===== src/hw/rtl/pmf_pkg.sv =====
// Shared types and constants for the pattern mask filter.
`timescale 1ns / 1ps

package pmf_pkg;

  localparam int DATA_W    = 8;
  localparam int PAT_BYTES = 32;
  localparam int PAT_WORDS = 4;
  localparam int CFG_W     = 64;
  localparam int CFG_IDX_W = 3;
  localparam int LEN_W     = 6;

  localparam logic [DATA_W-1:0] STAR_BYTE    = 8'h2A;
  localparam logic [DATA_W-1:0] NEWLINE_BYTE = 8'h0A;

  // Register indexes on the configuration port
  localparam logic [CFG_IDX_W-1:0] REG_PAT_0 = 3'd0;
  localparam logic [CFG_IDX_W-1:0] REG_PAT_1 = 3'd1;
  localparam logic [CFG_IDX_W-1:0] REG_PAT_2 = 3'd2;
  localparam logic [CFG_IDX_W-1:0] REG_PAT_3 = 3'd3;
  localparam logic [CFG_IDX_W-1:0] REG_LEN   = 3'd4;

  localparam int QUEUE_DEPTH = 4;
  localparam int QPTR_W      = 2;
  localparam int QCNT_W      = 3;

  typedef enum logic {
    CMD_DATA,
    CMD_FLUSH
  } cmd_kind_t;

  typedef struct packed {
    cmd_kind_t         kind;
    logic [DATA_W-1:0] data;
  } cmd_t;

  typedef logic [PAT_BYTES-1:0][DATA_W-1:0] pat_t;

  typedef struct packed {
    logic full;
    logic empty;
  } queue_status_t;

  typedef struct packed {
    logic busy_flush;
    logic fill_zero;
    logic fill_over;
  } back_status_t;

endpackage


===== src/hw/rtl/pattern_mask_filter.sv =====
// Top level of the pattern mask filter: configuration registers and block wiring.
`timescale 1ns / 1ps

// Channel   Direction  Word contents (lowest bit first)
// s_*       in         tdata: data_byte[7:0]; tuser: flush
// m_*       out        tdata: out_byte[7:0];  tlast: last
// cfg_*     in         index 0-3 pattern bytes (8 per register), 4 pattern length
//
// Steady rate, while neither side stalls, is one word in and one word out per clock;
// the window compare, star and shift are combinational in the window engine.
// A data word that follows a length reduction, or a flush, emits one word per clock,
// while the output is ready, for each held byte it releases (up to the window depth),
// while the input side keeps filling the four-entry queue.
// On its way through, a word passes the input register, the queue and the output register.
// Reset (rst, synchronous) clears the registers and empties queue and window;
// no clearing pass is needed, so words are taken from the first cycle after reset.
// Either side may stall freely: the queue and the output register part them.

module pattern_mask_filter #(
  parameter int PATTERN_MAX = 32
) (
  input  logic                          clk,
  input  logic                          rst,
  input  logic                          s_tvalid,
  output logic                          s_tready,
  input  logic [pmf_pkg::DATA_W-1:0]    s_tdata,   // data_byte[7:0]
  input  logic                          s_tuser,   // flush
  output logic                          m_tvalid,
  input  logic                          m_tready,
  output logic [pmf_pkg::DATA_W-1:0]    m_tdata,   // out_byte[7:0]
  output logic                          m_tlast,
  input  logic                          cfg_we,
  input  logic [pmf_pkg::CFG_IDX_W-1:0] cfg_index,
  input  logic [pmf_pkg::CFG_W-1:0]     cfg_wdata
);

  // Effective length never exceeds the window depth or the stored pattern
  localparam int LEN_CAP = (PATTERN_MAX < pmf_pkg::PAT_BYTES) ? PATTERN_MAX
                                                              : pmf_pkg::PAT_BYTES;

  logic [pmf_pkg::PAT_WORDS-1:0][pmf_pkg::CFG_W-1:0] pat_words;
  logic [pmf_pkg::LEN_W-1:0]                         len;
  logic [pmf_pkg::LEN_W-1:0]                         len_raw;

  pmf_pkg::cmd_t            push_item;
  pmf_pkg::cmd_t            q_item;
  pmf_pkg::queue_status_t   q_stat;
  pmf_pkg::back_status_t    bk_stat;
  logic                     q_push;
  logic                     q_pop;
  logic                     q_valid;

  assign len_raw = cfg_wdata[pmf_pkg::LEN_W-1:0];

  // Configuration registers; the user must write them only while the block is idle (not enforced here)
  always_ff @(posedge clk) begin
    if (rst) begin
      pat_words <= '0;
      len       <= '0;
    end else if (cfg_we) begin
      case (cfg_index)
        pmf_pkg::REG_PAT_0, pmf_pkg::REG_PAT_1,
        pmf_pkg::REG_PAT_2, pmf_pkg::REG_PAT_3: begin
          pat_words[cfg_index[1:0]] <= cfg_wdata;
        end
        pmf_pkg::REG_LEN: begin
          // saturate to the window depth and the stored pattern bytes
          len <= (len_raw > pmf_pkg::LEN_W'(LEN_CAP)) ? pmf_pkg::LEN_W'(LEN_CAP) : len_raw;
        end
        default: begin
          // indexes beyond the register list are dropped
        end
      endcase
    end
  end

  // Front: register and classify incoming words
  pmf_front u_front (
    .clk       (clk),
    .rst       (rst),
    .s_tvalid  (s_tvalid),
    .s_tready  (s_tready),
    .s_tdata   (s_tdata),
    .s_tuser   (s_tuser),
    .q_stat    (q_stat),
    .push      (q_push),
    .push_item (push_item)
  );

  // Queue: decouple the front from the window engine
  pmf_queue u_queue (
    .clk       (clk),
    .rst       (rst),
    .push      (q_push),
    .push_item (push_item),
    .pop       (q_pop),
    .q_valid   (q_valid),
    .q_item    (q_item),
    .q_stat    (q_stat)
  );

  // Back: window, compare, star and drain through the output register
  pmf_back #(
    .PATTERN_MAX (PATTERN_MAX)
  ) u_back (
    .clk      (clk),
    .rst      (rst),
    .q_valid  (q_valid),
    .q_item   (q_item),
    .q_pop    (q_pop),
    .pattern  (pmf_pkg::pat_t'(pat_words)),
    .len      (len),
    .m_tvalid (m_tvalid),
    .m_tready (m_tready),
    .m_tdata  (m_tdata),
    .m_tlast  (m_tlast),
    .stat     (bk_stat)
  );

  // The window never holds more bytes than its depth
  a_fill_bound: assert property (@(posedge clk) disable iff (rst)
    !bk_stat.fill_over)
    else $error("window fill beyond depth");

  // A drain in progress always has a byte left to release
  a_flush_nonempty: assert property (@(posedge clk) disable iff (rst)
    bk_stat.busy_flush |-> !bk_stat.fill_zero)
    else $error("flush drain with empty window");

  // The engine only takes commands that are there
  a_pop_nonempty: assert property (@(posedge clk) disable iff (rst)
    q_pop |-> !q_stat.empty)
    else $error("queue read while empty");

  // The front only writes when the queue has room
  a_push_room: assert property (@(posedge clk) disable iff (rst)
    q_push |-> !q_stat.full)
    else $error("queue written while full");

endmodule


===== src/hw/rtl/pmf_front.sv =====
// Input stage: accept stream words, classify them and hand them to the queue.
`timescale 1ns / 1ps

module pmf_front (
  input  logic                        clk,
  input  logic                        rst,
  input  logic                        s_tvalid,
  output logic                        s_tready,
  input  logic [pmf_pkg::DATA_W-1:0]  s_tdata,
  input  logic                        s_tuser,
  input  pmf_pkg::queue_status_t      q_stat,
  output logic                        push,
  output pmf_pkg::cmd_t               push_item
);

  logic          held;
  pmf_pkg::cmd_t cmd;

  assign push      = held && !q_stat.full;
  assign s_tready  = !held || !q_stat.full;
  assign push_item = cmd;

  always_ff @(posedge clk) begin
    if (rst) begin
      held <= 1'b0;
    end else if (s_tvalid && s_tready) begin
      held <= 1'b1;
    end else if (push) begin
      held <= 1'b0;
    end
    if (s_tvalid && s_tready) begin
      cmd.kind <= s_tuser ? pmf_pkg::CMD_FLUSH : pmf_pkg::CMD_DATA;
      cmd.data <= s_tdata;
    end
  end

endmodule


===== src/hw/rtl/pmf_queue.sv =====
// Short command queue between the input stage and the window engine.
`timescale 1ns / 1ps

module pmf_queue (
  input  logic                   clk,
  input  logic                   rst,
  input  logic                   push,
  input  pmf_pkg::cmd_t          push_item,
  input  logic                   pop,
  output logic                   q_valid,
  output pmf_pkg::cmd_t          q_item,
  output pmf_pkg::queue_status_t q_stat
);

  pmf_pkg::cmd_t                mem [pmf_pkg::QUEUE_DEPTH];
  logic [pmf_pkg::QPTR_W-1:0]   wr_ptr;
  logic [pmf_pkg::QPTR_W-1:0]   rd_ptr;
  logic [pmf_pkg::QCNT_W-1:0]   count;

  assign q_stat.full  = (count == pmf_pkg::QCNT_W'(pmf_pkg::QUEUE_DEPTH));
  assign q_stat.empty = (count == '0);
  assign q_valid      = !q_stat.empty;
  assign q_item       = mem[rd_ptr];

  always_ff @(posedge clk) begin
    if (rst) begin
      wr_ptr <= '0;
      rd_ptr <= '0;
      count  <= '0;
    end else begin
      if (push) wr_ptr <= wr_ptr + 1'b1;
      if (pop)  rd_ptr <= rd_ptr + 1'b1;
      count <= count + pmf_pkg::QCNT_W'(push) - pmf_pkg::QCNT_W'(pop);
    end
    if (push) begin
      mem[wr_ptr] <= push_item;
    end
  end

endmodule


===== src/hw/rtl/pmf_back.sv =====
// Window engine: append, compare and star, or drain on flush; emit through an output register.
`timescale 1ns / 1ps

module pmf_back #(
  parameter int PATTERN_MAX = 32
) (
  input  logic                               clk,
  input  logic                               rst,
  input  logic                               q_valid,
  input  pmf_pkg::cmd_t                      q_item,
  output logic                               q_pop,
  input  pmf_pkg::pat_t                      pattern,
  input  logic [pmf_pkg::LEN_W-1:0]          len,
  output logic                               m_tvalid,
  input  logic                               m_tready,
  output logic [pmf_pkg::DATA_W-1:0]         m_tdata,
  output logic                               m_tlast,
  output pmf_pkg::back_status_t              stat
);

  localparam int FILL_W = $clog2(PATTERN_MAX + 1);

  typedef enum logic [1:0] {
    ST_IDLE,
    ST_DATA,
    ST_FLUSH
  } state_t;

  state_t                     state;
  state_t                     state_next;
  state_t                     eff;
  logic [pmf_pkg::DATA_W-1:0] win      [PATTERN_MAX];
  logic [pmf_pkg::DATA_W-1:0] win_next [PATTERN_MAX];
  logic [pmf_pkg::DATA_W-1:0] w        [PATTERN_MAX];
  logic [pmf_pkg::DATA_W-1:0] s        [PATTERN_MAX];
  logic [pmf_pkg::DATA_W-1:0] pb       [PATTERN_MAX];
  logic [FILL_W-1:0]          fill;
  logic [FILL_W-1:0]          fill_next;
  logic [FILL_W-1:0]          f;
  logic [FILL_W-1:0]          f1;
  logic [FILL_W-1:0]          lenf;
  logic                       take;
  logic                       appending;
  logic                       match;
  logic                       cond;
  logic                       can_emit;
  logic                       step;
  logic                       last_next;

  always_comb begin
    take      = (state == ST_IDLE) && q_valid;
    appending = take && (q_item.kind == pmf_pkg::CMD_DATA);
    eff       = state;
    if (take) begin
      eff = (q_item.kind == pmf_pkg::CMD_FLUSH) ? ST_FLUSH : ST_DATA;
    end
    f    = appending ? fill + 1'b1 : fill;
    lenf = FILL_W'(len);

    for (int k = 0; k < PATTERN_MAX; k++) begin
      w[k]  = (appending && (FILL_W'(k) == fill)) ? q_item.data : win[k];
      pb[k] = (k < pmf_pkg::PAT_BYTES) ? pattern[k % pmf_pkg::PAT_BYTES] : '0;
    end

    // Compare of the first len bytes; a newline may only sit at the last compared place
    match = (eff == ST_DATA) && (len != '0);
    for (int k = 0; k < PATTERN_MAX; k++) begin
      if (FILL_W'(k) < lenf) begin
        if (w[k] != pb[k]) match = 1'b0;
        if ((FILL_W'(k + 1) < lenf) && (w[k] == pmf_pkg::NEWLINE_BYTE)) match = 1'b0;
      end
    end

    for (int k = 0; k < PATTERN_MAX; k++) begin
      s[k] = (match && (FILL_W'(k) < lenf)) ? pmf_pkg::STAR_BYTE : w[k];
    end

    case (eff)
      ST_DATA:  cond = (f != '0) && (f >= lenf);
      ST_FLUSH: cond = (f != '0);
      default:  cond = 1'b0;
    endcase

    can_emit  = !m_tvalid || m_tready;
    step      = cond && can_emit;
    f1        = f - 1'b1;
    last_next = (eff == ST_FLUSH) && (f == FILL_W'(1));

    if (step) begin
      for (int k = 0; k < PATTERN_MAX; k++) begin
        if (k < PATTERN_MAX - 1) win_next[k] = s[(k + 1) % PATTERN_MAX];
        else                     win_next[k] = s[k];
      end
      fill_next = f1;
      case (eff)
        ST_DATA:  state_next = ((f1 != '0) && (f1 >= lenf)) ? ST_DATA : ST_IDLE;
        ST_FLUSH: state_next = (f1 != '0) ? ST_FLUSH : ST_IDLE;
        default:  state_next = ST_IDLE;
      endcase
    end else begin
      win_next   = w;
      fill_next  = f;
      state_next = cond ? eff : ST_IDLE;
    end
  end

  assign q_pop           = take;
  assign stat.busy_flush = (state == ST_FLUSH);
  assign stat.fill_zero  = (fill == '0);
  assign stat.fill_over  = (fill > FILL_W'(PATTERN_MAX));

  always_ff @(posedge clk) begin
    if (rst) begin
      state    <= ST_IDLE;
      fill     <= '0;
      m_tvalid <= 1'b0;
    end else begin
      state    <= state_next;
      fill     <= fill_next;
      m_tvalid <= step || (m_tvalid && !m_tready);
    end
    win <= win_next;
    if (step) begin
      m_tdata <= s[0];
      m_tlast <= last_next;
    end
  end

endmodule


===== config.mk =====
export PLATFORM = sky130hd
export DESIGN_NAME = pattern_mask_filter
export DESIGN_NICKNAME = d
export VERILOG_FILES = /design/src/hw/rtl/pmf_pkg.sv /design/src/hw/rtl/pattern_mask_filter.sv /design/src/hw/rtl/pmf_front.sv /design/src/hw/rtl/pmf_queue.sv /design/src/hw/rtl/pmf_back.sv
export SDC_FILE = /design/constraint.sdc
export NUM_CORES = 2
export LEC_CHECK = 0
export ABC_AREA = 0
export ABC_CLOCK_PERIOD_IN_PS = 12410
export BUFFER_PORTS_ARGS = -buffer_cell sky130_fd_sc_hd__buf_2
export CAP_MARGIN = 40
export CORE_AREA = 2 2 268 270
export DETAILED_ROUTE_END_ITERATION = 16
export DIE_AREA = 0 0 270 272
export PLACE_DENSITY = 0.65
export REMOVE_ABC_BUFFERS = 1
export SKIP_CTS_REPAIR_TIMING = 1
export SYNTH_ARGS = -nofsm -noshare
export SYNTH_HDL_FRONTEND = slang
export SYNTH_HIERARCHICAL = 1
export SYNTH_SLANG_ARGS = --single-unit

===== constraint.sdc =====
create_clock -name clk -period 12.41 [get_ports clk]
set_input_delay 1.241 -clock clk [delete_from_list [all_inputs] [get_ports clk]]
set_output_delay 1.241 -clock clk [all_outputs]
set_load 0.03 [all_outputs]

# --- Word level (Yosys, flattened, before mapping) ---
# Memory sizes are Yosys's and may differ from the RTL's. A register that Yosys moved wholly into a read port is not among the register bits.
# Cells that the tools add are included.
op_classes:
  add_sub_neg: 6
  order_cmp: 38
  eq_ne: 103
  muxes: 181
  n_bitwise: 1
  reduce_logical: 126
op_table:
  columns: ["cell", "count"]
  rows:
  - ["8-bit two-way mux", 63]
  - ["256-bit bitwise mux", 1]
  - ["8-bit by 4-bit equality test with 1-bit output, second input constant", 32]
  - ["256-bit two-way mux", 1]
  - ["8-bit inequality test", 32]
  - ["64-bit demux with 2-bit select", 1]
  - ["1-bit logical AND", 107]
  - ["1-bit two-way mux", 102]
  - ["5-bit by 6-bit equality test with 1-bit output, first input constant", 16]
  - ["5-bit by 6-bit < comparator with 1-bit output, first input constant", 16]
  - ["64-bit two-way mux", 1]
  - ["4-bit by 6-bit equality test with 1-bit output, first input constant", 8]
  - ["4-bit by 6-bit < comparator with 1-bit output, first input constant", 8]
  - ["3-bit by 6-bit equality test with 1-bit output, first input constant", 4]
  - ["3-bit by 6-bit < comparator with 1-bit output, first input constant", 4]
  - ["6-bit two-way mux", 3]
  - ["6-bit nonzero test", 3]
  - ["2-bit two-way mux", 7]
  - ["2-bit by 6-bit equality test with 1-bit output, first input constant", 2]
  - ["6-bit >= comparator", 2]
  - ["1-bit by 6-bit < comparator with 1-bit output, first input constant", 2]
  - ["2-bit by 6-bit < comparator with 1-bit output, first input constant", 2]
  - ["6-bit by 1-bit adder with 6-bit output, second input constant", 1]
  - ["1-bit by 6-bit equality test with 1-bit output, first input constant", 1]
  - ["25 further kinds", 36]
word_totals:
  ff_bits: 553
  ramBits: 36
  input_bits: 81
  memories: 1
memory_table:
  columns: ["name", "depth", "word_bits", "read_ports", "rd_clocked_by_memory_dff", "wr", "line", "source"]
  rows:
  - ["u_queue.mem", 4, 9, 1, 1, 1, "pmf_queue.sv:15", "pmf_pkg::cmd_t mem [pmf_pkg::QUEUE_DEPTH];"]

# --- Logic depth before layout (Yosys ltp) ---
logic_depth:
  ltp_word: 106
  mapped_depth: 24
  mapped_depth_nobuf: 17

# --- By module ---
# The synthesis kept the hierarchy.
by_module_without_submodules:
  columns: ["module", "n_inst", "cells_per_inst", "area_each_um2", "seq_area_each_um2"]
  rows:
  - ["pmf_back", 1, 2730, 21207.8, 5575.3]
  - ["pattern_mask_filter", 1, 929, 10328.7, 5245.0]
  - ["pmf_queue", 1, 90, 1744.2, 1261.2]
  - ["pmf_front", 1, 15, 317.8, 290.3]

# --- Worst setup path before layout ---
# OpenSTA, ideal clock, no wires.
synth_timing:
  path_type: "flip-flop to flip-flop"
  start: "register with a tool-made name"
  end: "register u_back/m_tdata[0] (netlist name), enable pin"
  setup_time_ns: 0.333
  arrival_ns: 4.876
  setup_slack_ns: 7.201
  path_stages_with_launch: 22
  cell_sequence: "dfxtp_1 > buf_6 > mux4_2 > nor4b_4 > buf_2 > buf_2 > buf_1 > nor2_1 > a21oi_1 > inv_1 > ha_1 > a21boi_0 > o21a_1 > o21a_1 > o21a_1 > o21a_1 > o21a_1 > o211ai_1 > inv_1 > clkbuf_1 > clkbuf_1 > buf_1"
synth_lines:
  columns: ["item", "line", "source"]
  rows:
  - ["to (signal assigned)", "pmf_back.sv:124", "m_tdata <= s[0];"]
  - ["to (decl)", "pmf_back.sv:16", "output logic [pmf_pkg::DATA_W-1:0] m_tdata,"]

==> metrics <==
pin count of the biggest net entering global routing a little over 200; final worst slack roughly 5300 ps; drt pass-1 iters 8; fin crit period 7138 ps; GPL Wtd Cong 1.015; critical path required time 12,750 ps; average cell area after synthesis around 8.9 µm²; Final nets between 3,000 and 4,000; worst IR drop on VDD ~0.34 mV; Syn-to-layout area delta 10.33%; Longest Clk Path Bufs 3; GRT overflow 0; die footprint about 0.073 mm²; Die X 270 µm; placed cell count 4,588; TritonCTS clock tree built; CP Class flop to flop; IO Pins 92; Hold Startpoint len[3]$_SDFFE_PP0P_; RSZ-0062 raised after global routing no; DR DRC count 0; PortBufs between 90 and 100; Worst setup EP type flop; Initial Utilization 0.4745; hold depth 2; largest stage delay on the critical path between 700 and 800 ps; htree depth 3; fin util 0.5236; WL final ~120 mm; GRT Util Overall 0.3213; maximum clock frequency ~140 MHz; Pwr per Cell Area around 250 mW/mm²; most frequent CP cell buf_4; clk slew on worst S/H paths 60 ps; Die Y 272 µm; worst hold endpoint len[3]$_SDFFE_PP0P_; max_slew headroom 0.2806; Setup-failing EPs final 0; Num CTS Buffers 68; Clock Skew 31.42 ps; clock latency on the worst-skew pair approximately 630 ps; Setup TNS 0 ps; DR vias ~30,000; WP data arrival 7480 ps; status completed; fillers between 6,000 and 7,000; LEAKAGE 0.01533 µW; Final Cycle Share 0.5752; Core Area 0.07075 mm²; vias in the first global route between 20,000 and 30,000; Cells after Synth between 3,000 and 4,000; 1st-iter DRT viols between 3,000 and 4,000; CP max FO 41; first-pass GRT wire length around 180 mm; max-slew violations 0; Synth Cell Area 0.03357 mm²; Avg WL per Cell about 26 µm; max_cap viols 0; vias per cell about 6.3; HPWL Detailed between 80 and 90 mm; row count 98; synthesis warning total 6; remaining antenna violation count after routing 0; Register-to-Register Path Depth 14; layout cells sized above 1 0.1069; non-filler cells, final 4,713; clk sink count 591; count of final hold-check violations 0; Slew @ Worst Pin ~1100 ps; initial antenna violation count 2; CP Cell Sequence mux4_2 -> nor4b_4 -> buf_4 -> buf_4 -> nand3_2 -> mux2i_1 -> xnor2_1 -> a2111oi_0 -> a31oi_1 -> or4_1 -> nor4_4 -> and3_1 -> buf_4 -> nor2_1; CTS root buf clkbuf_16; Final Total Pwr 9155 µW; reg2reg end u_back/m_tdata[6]$_SDFFCE_PP0P_; Worst path slowest cell and3_1; pre-CTS setup slack ~5500 ps; startpoint type of the worst setup path flop; R2R Setup Slk between 5000 and 6000 ps; worst hold path type flop to flop
[area by class of cell]
type | instances | area (µm²) | share of cell area
Multi-Input combinational cell | 2814 | 19820 | 0.5350
Tap cell | 950 | 1189 | 0.03209
Clock inverter | 31 | 330.3 | 0.008917
Antenna cell | 1 | 2.502 | 0.00006756
Clock buffer | 93 | 1978 | 0.05340
Sequential cell | 591 | 12370 | 0.3340
Inverter | 67 | 259.0 | 0.006992
Timing Repair Buffer | 166 | 1094 | 0.02952
[state kept, by name (all words and copies together), names as in the netlist, 2 cells and up, named ones only]
signal,flops
u_back/win,256
u_queue/mem,36
u_queue/count,3
u_front/push_item,9
u_back/state,2
u_back/fill,6
u_queue/wr_ptr,2
u_back/m_tdata,8
pat_words,256
u_queue/rd_ptr,2
len,6
[metal layers]
metal / wire length, µm / track usage
met1: 49270 / 0.4266
met2: 53300 / 0.4927
met3: 12380 / 0.06127
met4: 7586 / 0.1773
met5: 12 / 0
[cell usage in the layout (no fill, tap or decap), types with 15 or more instances in the layout]
cell type,instances
a21oi_1,240
a31oi_1,56
and2_1,29
and3_1,16
buf_2,94
buf_4,64
clkbuf_16,70
clkbuf_8,15
clkinv_2,17
dfxtp_1,537
edfxtp_1,54
ha_1,26
inv_1,63
mux2_2,57
mux2i_1,410
nand2_1,135
nand2b_1,347
nand3_1,56
nand4_1,62
nor2_1,375
nor2b_1,23
nor3_1,34
nor4_1,57
o21ai_0,75
o21ai_1,15
o221ai_1,22
o31a_1,95
o31ai_1,66
or2_2,15
or3_1,26
or4_1,15
xnor2_1,150
xor2_1,139
[worst max-delay path: cells and delay by family (launching register included)]
kind / cells / cell delay (ps)
compound gates: 2 / 710
buf+inv: 3 / 1260
flops: 1 / 680
mux: 2 / 1080
xor+xnor: 1 / 100
simple gates: 6 / 2910
[worst max-delay path by stage]
stage | to | cells after the start | slack [ps]
4_1_cts | u_back/m_tdata[6]$_SDFFCE_PP0P_ | 14 | 5450
2_1_floorplan | u_back/win[105]$_DFF_P_ | 15 | -23520
6_report | u_back/m_tdata[6]$_SDFFCE_PP0P_ | 14 | 5270
3_3_place_gp | u_back/win[14]$_DFF_P_ | 11 | 5470
5_1_grt | u_back/m_tdata[6]$_SDFFCE_PP0P_ | 14 | 4980
3_5_place_dp | u_back/m_tdata[4]$_SDFFCE_PP0P_ | 14 | 5490
[per-stage QoR]
step | hold slack (ps) | instance area, µm²
after floorplan | 452.8 | 32400
after detailed placement | 473.5 | 34730
after global routing | 508.3 | 37040
final | 479.3 | 37040
after CTS | 483.4 | 37040
after global placement | 462.7 | 34600
[power breakdown]
part,total (µW),switching [µW],leakage [µW],internal (µW)
combinational,4270,2750,0.00927,1510
sequential,2800,381,0.00492,2420
clock,2090,859,0.00115,1230
(Power assumes the default switching activity.)
